===== src/rtl/aws_pkg.sv =====
// Shared constants, codes and types for the acoustic wave stencil pipeline.
`timescale 1ns / 1ps

package aws_pkg;

   // Fixed field widths.
   localparam int COEF_W     = 32;
   localparam int FRAC_BITS  = 30;
   localparam int GRID_W     = 13;
   localparam int POS_W      = 12;
   localparam int VEL_W      = 14;
   localparam int CSR_ADDR_W = 4;
   localparam int CSR_DATA_W = 32;

   typedef logic [COEF_W-1:0] coef_type;

   // Configuration register indexes.
   typedef logic [1:0] reg_index_type;
   localparam reg_index_type REG_RATIO_DEPTH   = 2'd0;
   localparam reg_index_type REG_RATIO_LATERAL = 2'd1;
   localparam reg_index_type REG_GRID_DEPTH    = 2'd2;
   localparam reg_index_type REG_GRID_WIDTH    = 2'd3;

   // Which coefficient scales a difference term.
   typedef logic [1:0] coef_sel_type;
   localparam coef_sel_type COEF_LINEAR      = 2'd0;
   localparam coef_sel_type COEF_HALF_SQUARE = 2'd1;
   localparam coef_sel_type COEF_SQUARE      = 2'd2;

   // Magnitude width used by the scaling unit; at least one bit above the fraction.
   function automatic int mag_width(input int diff_w);
      return (diff_w > FRAC_BITS) ? diff_w : FRAC_BITS + 1;
   endfunction

endpackage


===== src/rtl/aws_scale.sv =====
// Three-stage signed difference times Q2.30 coefficient, rounded back to the sample format.
`timescale 1ns / 1ps

module aws_scale import aws_pkg::*; #(
   parameter int DIFF_W = 34,
   parameter int TERM_W = 38
) (
   input  logic                     clock,
   input  logic signed [DIFF_W-1:0] diff,
   input  coef_type                 coef,
   output logic signed [TERM_W-1:0] term
);

   localparam int MAG_W     = mag_width(DIFF_W);
   localparam int HI_W      = MAG_W - FRAC_BITS;
   localparam int LO_PROD_W = FRAC_BITS + COEF_W;
   localparam int HI_PROD_W = HI_W + COEF_W;
   localparam int R_W       = TERM_W - 1;
   localparam logic [LO_PROD_W:0] ROUND_HALF = (LO_PROD_W+1)'(1) << (FRAC_BITS - 1);

   // Stage A: sign and magnitude.
   logic signed [MAG_W:0]  diff_ext;
   logic signed [MAG_W:0]  abs_val;
   logic [MAG_W-1:0]       mag_in, mag_ff;
   logic                   neg_in, neg_a_ff;
   coef_type               coef_a_ff;

   // Stage B: split products.
   logic [LO_PROD_W-1:0]   lo_prod_in, lo_prod_ff;
   logic [HI_PROD_W-1:0]   hi_prod_in, hi_prod_ff;
   logic                   neg_b_ff;

   // Stage C: rounded and signed term.
   logic [LO_PROD_W:0]     lo_round;
   logic [R_W-1:0]         r_sum;
   logic signed [TERM_W-1:0] r_ext;
   logic signed [TERM_W-1:0] term_in, term_ff;

   assign diff_ext = (MAG_W+1)'(diff);
   assign neg_in   = diff_ext[MAG_W];
   assign abs_val  = neg_in ? -diff_ext : diff_ext;
   assign mag_in   = abs_val[MAG_W-1:0];

   assign lo_prod_in = LO_PROD_W'(mag_ff[FRAC_BITS-1:0]) * LO_PROD_W'(coef_a_ff);
   assign hi_prod_in = HI_PROD_W'(mag_ff[MAG_W-1:FRAC_BITS]) * HI_PROD_W'(coef_a_ff);

   // Rounding the low part alone is exact since the high part is a whole multiple.
   assign lo_round = {1'b0, lo_prod_ff} + ROUND_HALF;
   assign r_sum    = R_W'(hi_prod_ff) + R_W'(lo_round[LO_PROD_W:FRAC_BITS]);
   assign r_ext    = signed'({1'b0, r_sum});
   assign term_in  = neg_b_ff ? -r_ext : r_ext;

   always_ff @(posedge clock) begin
      mag_ff     <= mag_in;
      neg_a_ff   <= neg_in;
      coef_a_ff  <= coef;
      lo_prod_ff <= lo_prod_in;
      hi_prod_ff <= hi_prod_in;
      neg_b_ff   <= neg_a_ff;
      term_ff    <= term_in;
   end

   assign term = term_ff;

endmodule


===== config.mk =====
export PLATFORM = sky130hd
export DESIGN_NAME = aws_scale
export DESIGN_NICKNAME = d
export VERILOG_FILES = /design/src/rtl/aws_pkg.sv /design/src/rtl/aws_scale.sv
export SDC_FILE = /design/constraint.sdc
export NUM_CORES = 2
export LEC_CHECK = 0
export BUFFER_PORTS_ARGS = -buffer_cell sky130_fd_sc_hd__buf_2
export CAP_MARGIN = 20
export CORE_MARGIN = 2
export CORE_UTILIZATION = 55
export DETAILED_ROUTE_END_ITERATION = 16
export MAX_ROUTING_LAYER = met4
export PLACE_DENSITY = 0.75
export SKIP_LAST_GASP = 1
export SLEW_MARGIN = 40
export SYNTH_ARGS = -nofsm -noshare
export SYNTH_HDL_FRONTEND = slang
export SYNTH_SLANG_ARGS = --single-unit
export TNS_END_PERCENT = 30

===== constraint.sdc =====
create_clock -name clock -period 10 [get_ports clock]
set_clock_uncertainty 0.2 [all_clocks]
set_input_delay 0 -clock clock [delete_from_list [all_inputs] [get_ports clock]]
set_output_delay 0 -clock clock [all_outputs]
set_load 0.01 [all_outputs]

Word-level counts from Yosys, hierarchy flattened --
Cells that the tools add are included.
Word-level totals: bits in registers 204, logic and storage cells 17, output and inout bits 38, input bits 67
Operators by class: add/sub/neg operators 4, multipliers 2, multiplexer cells 2
Operators by type and width (count):
- adder 62 x 30 -> 63 bit (second input constant) | 1
- multiplier 30 x 32 -> 62 bit | 1
- negation 37 -> 38 bit | 1
- adder 36 x 33 -> 37 bit | 1
- two-way mux 37 bit | 1
- multiplier 4 x 32 -> 36 bit | 1
- negation 34 bit | 1
- two-way mux 33 bit | 1

Depth between registers and ports, before layout --
depth after elaboration 4, mapped depth 29, depth with buffers taken out 27

Least setup slack after synthesis --
OpenSTA, ideal clock, no wires.
path type register to register, start point register mag_ff[7], end point register lo_prod_ff[55], library setup time 116 ps, stages on the path, launching flop included 26, setup slack 2494 ps, period minus slack after synthesis 7506 ps, arrival time 7190 ps, cell sequence dfxtp_1 clkbuf_1 and2_1 fa_1 fa_1 inv_1 fa_1 fa_1 inv_1 fa_1 fa_1 fa_1 inv_1 fa_1 inv_1 ha_1 a21o_1 a21o_1 a21oi_1 o21ai_0 a41o_1 a2111oi_0 nor2_1 a31o_2 a2111o_1 o211a_1
Between the ends: word-level cells in the longest chain between the ends 1
Ends and longest elaborated chain:
- start: declaration | RTL line aws_scale.sv:24 | logic [MAG_W-1:0] mag_in, mag_ff;
- start signal: assignment | RTL line aws_scale.sv:54 | mag_ff <= mag_in;
- multiplier 30 x 32 -> 62 bit | RTL line aws_scale.sv:44 | assign lo_prod_in = LO_PROD_W'(mag_ff[FRAC_BITS-1:0]) * LO_PROD_W'(coef_a_ff);
- via lo_prod_in[55] | RTL line aws_scale.sv:29 | logic [LO_PROD_W-1:0] lo_prod_in, lo_prod_ff;
- end signal: assignment | RTL line aws_scale.sv:57 | lo_prod_ff <= lo_prod_in;
- end: declaration | RTL line aws_scale.sv:29
The timed path passes the listed nets, and every way through them passes these cells. A chain may end at the register's enable or synchronous reset.

Worst setup path after layout --
start point register coef_a_ff[7], end point register lo_prod_ff[55]
Between the ends: word-level cells in the longest chain between the ends 1
Ends and longest elaborated chain:
- start: declaration | RTL line aws_scale.sv:26 | coef_type coef_a_ff;
- start signal: assignment | RTL line aws_scale.sv:56 | coef_a_ff <= coef;
- multiplier 30 x 32 -> 62 bit | RTL line aws_scale.sv:44
- via lo_prod_in[55] | RTL line aws_scale.sv:29
The timed path passes the listed nets, and every way through them passes these cells.

==> impl_metrics.yaml <==
layout:
  area_growth_syn_to_layout_pct: 8.16
  drive_above_1_share_pct: 5.45
  fin_nets: 6043
  fillCellCount: 6410
global_routing:
  grt_max_degree: 39
  grt.overflow.total: 0
  groute.usage.overall_pct: 31.9
  grt_pass1_wl_mm: 188
  grt_pass1_vias: 35200
  antenna_found_initial: 4
sta:
  setup_tns_ns: 0
  hold_viol: 0
  slew_headroom_pct: 37.4
  final-max-slew-violation-count: 0
  period_needed_ns: 8.66
  rsz0062_at_grt: "no"
  final-setup-viol-count: 0
  fmax_mhz: 116
  finalCritPeriodShare_pct: 86.6
  worst_pin_slew_ns: 0.939
hold_path:
  hold_class: "input pin to register"
  timing.hold.worst_path_depth: 3
  min_from: "diff[32]"
  worstHoldEndpoint: "mag_ff[32]$_DFF_P_"
worst_setup_path:
  cpLargestDelayFamily: "adder cells"
  path_max_fanout: 20
  r2r_setup_slack_ns: 1.34
  cp-end-kind: "register"
  reg2reg_depth: 24
  cp_num_buf_inv: 4
  crit_path_max_incr_delay_ns: 0.83
  critical_path_class: "register to register"
  critPathLaunchType: "register"
  crit_slowest_cell: "dfxtp_1"
  cp_cell_sequence: "buf_4, nand2_1, fa_1, inv_1, fa_1, inv_1, fa_1, inv_1, fa_1, fa_1, fa_1, fa_1, fa_1, ha_1, a21o_1, a21o_1, a21oi_1, o21ai_0, a41o_1, a2111oi_0, nor2_1, a31o_2, a2111o_1, o211a_1"
  r2r_start: "coef_a_ff[7]$_DFF_P_"
  cp.required_ns: 10.19
  reg2reg_to: "lo_prod_ff[55]$_DFF_P_"
  crit_top_cell: "fa_1"
  arrival_ns: 8.85
synth:
  ys_types: 70
  synth_warnings: 0
  synth_common_cells: "inv_1 (900), fa_1 (896), and2_1 (637)"
  netlist.area_leader.share_pct: 42.5
  synth_area_leaders: "fa_1 (42%), ha_1 (9.6%), and2_1 (9.4%)"
  avgSynthCellArea_um2: 9.06
  synthFlopType: "dfxtp_1"
  ys_seq_elements: 175
  synth_fp_nets: 5950
  yosysSeqAreaShare_pct: 8.29
  yosysMostFrequentCell: "inv_1"
  synth_edf_count: 0
  syn_area_um2: 42200
  yosysTopAreaCell: "fa_1"
  syn_inst: 4664
  async_flop_share_pct: 0
floorplan:
  rows: 101
  dieArea_um2: 79000
  ios: 105
  die_h_um: 281
  start_util_pct: 55.6
  core_area_um2: 75900
  die_x_um: 281
clock_network:
  clock-root-buffer: "clkbuf_16"
  h-tree-depth: 4
  ctsHoldBuffers: 131
  cts_tree: "done"
  cts_buffer_depth: 2
  cts_made_buffers: 17
  clkSinkCount: 175
  worst_skew_pair.late_latency_ns: 0.53
  ctsResizeCount: 0
  clk_pin_slew_ns: 0.10
  post-cts-setup-buffer-count: 0
job:
  cap_violations: 0
detailed_routing:
  drt-total-wl_mm: 116
  via_per_inst: 5.58
  num_vias: 32400
  wl_per_cell_um: 20.0
  drtIter0Drc: 2278
  ant_nets: 0
  detail_route.first_pass.iterations: 5
  drc: 0
placed_design:
  finalWeightedCongestion: 0.945
  numPortBuffers: 104
  dp_hpwl_mm: 89.0
outcome:
  outcome: "finished, final reports clean"
## worst register-to-register path, stage by stage (launching register included)
cell and delay [ns]:
dfxtp_1 0.83, buf_4 0.40, nand2_1 0.14, fa_1 0.55, inv_1 0.05, fa_1 0.50
inv_1 0.05, fa_1 0.54, inv_1 0.06, fa_1 0.38, fa_1 0.55, fa_1 0.44
fa_1 0.52, fa_1 0.42, ha_1 0.40, a21o_1 0.22, a21o_1 0.16, a21oi_1 0.13
o21ai_0 0.15, a41o_1 0.28, a2111oi_0 0.49, nor2_1 0.23, a31o_2 0.34, a2111o_1 0.36
o211a_1 0.13
## metal layers
metal  vias to the layer above  global-route usage, %  part of all wire [%]
met2                      1546                   49.9                    46
met3                       306                   7.44                    10
met1                     16200                   40.2                    40
li1                      14400                      -                     -
met4                         0                   13.0                   4.4
met5                         -                      -                     0
## worst max path at each step
stage                         startpoint  slack (ns)                     end  depth (start not counted)
global route        coef_a_ff[7]$_DFF_P_        1.11  lo_prod_ff[55]$_DFF_P_                         24
CTS                 coef_a_ff[7]$_DFF_P_        1.44  lo_prod_ff[55]$_DFF_P_                         24
floorplan              mag_ff[7]$_DFF_P_        2.49  lo_prod_ff[55]$_DFF_P_                         25
detailed placement     mag_ff[4]$_DFF_P_        1.46  lo_prod_ff[55]$_DFF_P_                         25
global placement    coef_a_ff[7]$_DFF_P_        1.54  lo_prod_ff[55]$_DFF_P_                         27
finish              coef_a_ff[7]$_DFF_P_        1.34  lo_prod_ff[55]$_DFF_P_                         24
## flip-flops by register name, indices dropped and copies added (netlist names)
| signal | cells |
|---|---|
| mag_ff | 34 |
| hi_prod_ff | 36 |
| neg_b_ff | 1 |
| neg_a_ff | 1 |
| lo_prod_ff | 33 |
| coef_a_ff | 32 |
| term | 38 |
## stage by stage
step | setup WS, ns | util, % | hold WS (ns) | cell area, um^2 | instances
floorplan | 2.49 | - | -0.172 | 42200 | 4664
global placement | 1.54 | 57.6 | -0.0974 | 43700 | 5637
detailed placement | 1.46 | 57.6 | -0.0967 | 43800 | 5637
CTS | 1.44 | 60.1 | 0.195 | 45700 | 5799
global route | 1.11 | 60.1 | 0.264 | 45700 | 5801
finish | 1.34 | 60.2 | 0.279 | 45700 | 5805
## cells by family after synthesis
| group | after synthesis | synth area share (%) |
|---|---|---|
| AOI/OAI and AO/OA | 463 | 7.39 |
| xor gates and xnor gates | 181 | 3.75 |
| adders and majority gates | 1219 | 52.0 |
| buffers and inverters | 1134 | 10.1 |
| DFF | 175 | 8.29 |
| muxes | 8 | 0.204 |
| and+or+nand+nor | 1484 | 18.2 |
## cells in the final DEF, fill, tap and decap left out, types with 17 or more instances in the layout
cell           netlist  routed
a21o_1             100     100
and2_1             637     637
nor2b_1             19      19
or3_1               19      19
nand2_1            567     567
xnor2_1            140     140
nand3_1             38      38
o31ai_1             21      21
buf_2                2     104
o21ai_0             82      82
nor2_1              61      61
xor2_1              41      41
ha_1               323     323
a21oi_1            115     115
buf_4                0      72
and3_1              27      27
dlygate4sd3_1        0     131
nor3_1              27      27
dfxtp_1            175     152
fa_1               896     896
inv_1              900     900
clkbuf_16            0      17
nand4_1             36      36
## layout make-up
class | instances | area (um^2) | area share (%)
antenna | 6 | 15.0 | 0.0329
clock buffer | 17 | 425 | 0.931
clock inverter | 14 | 146 | 0.320
inverter | 900 | 3380 | 7.39
multi-input combinational | 3355 | 34500 | 75.5
sequential | 175 | 3560 | 7.79
tap | 1030 | 1290 | 2.82
timing repair buffer | 308 | 2390 | 5.24
Power is left out: the tool's default activity adds up to more than one toggle a clock period on the data nets, which glitch-free logic cannot reach.
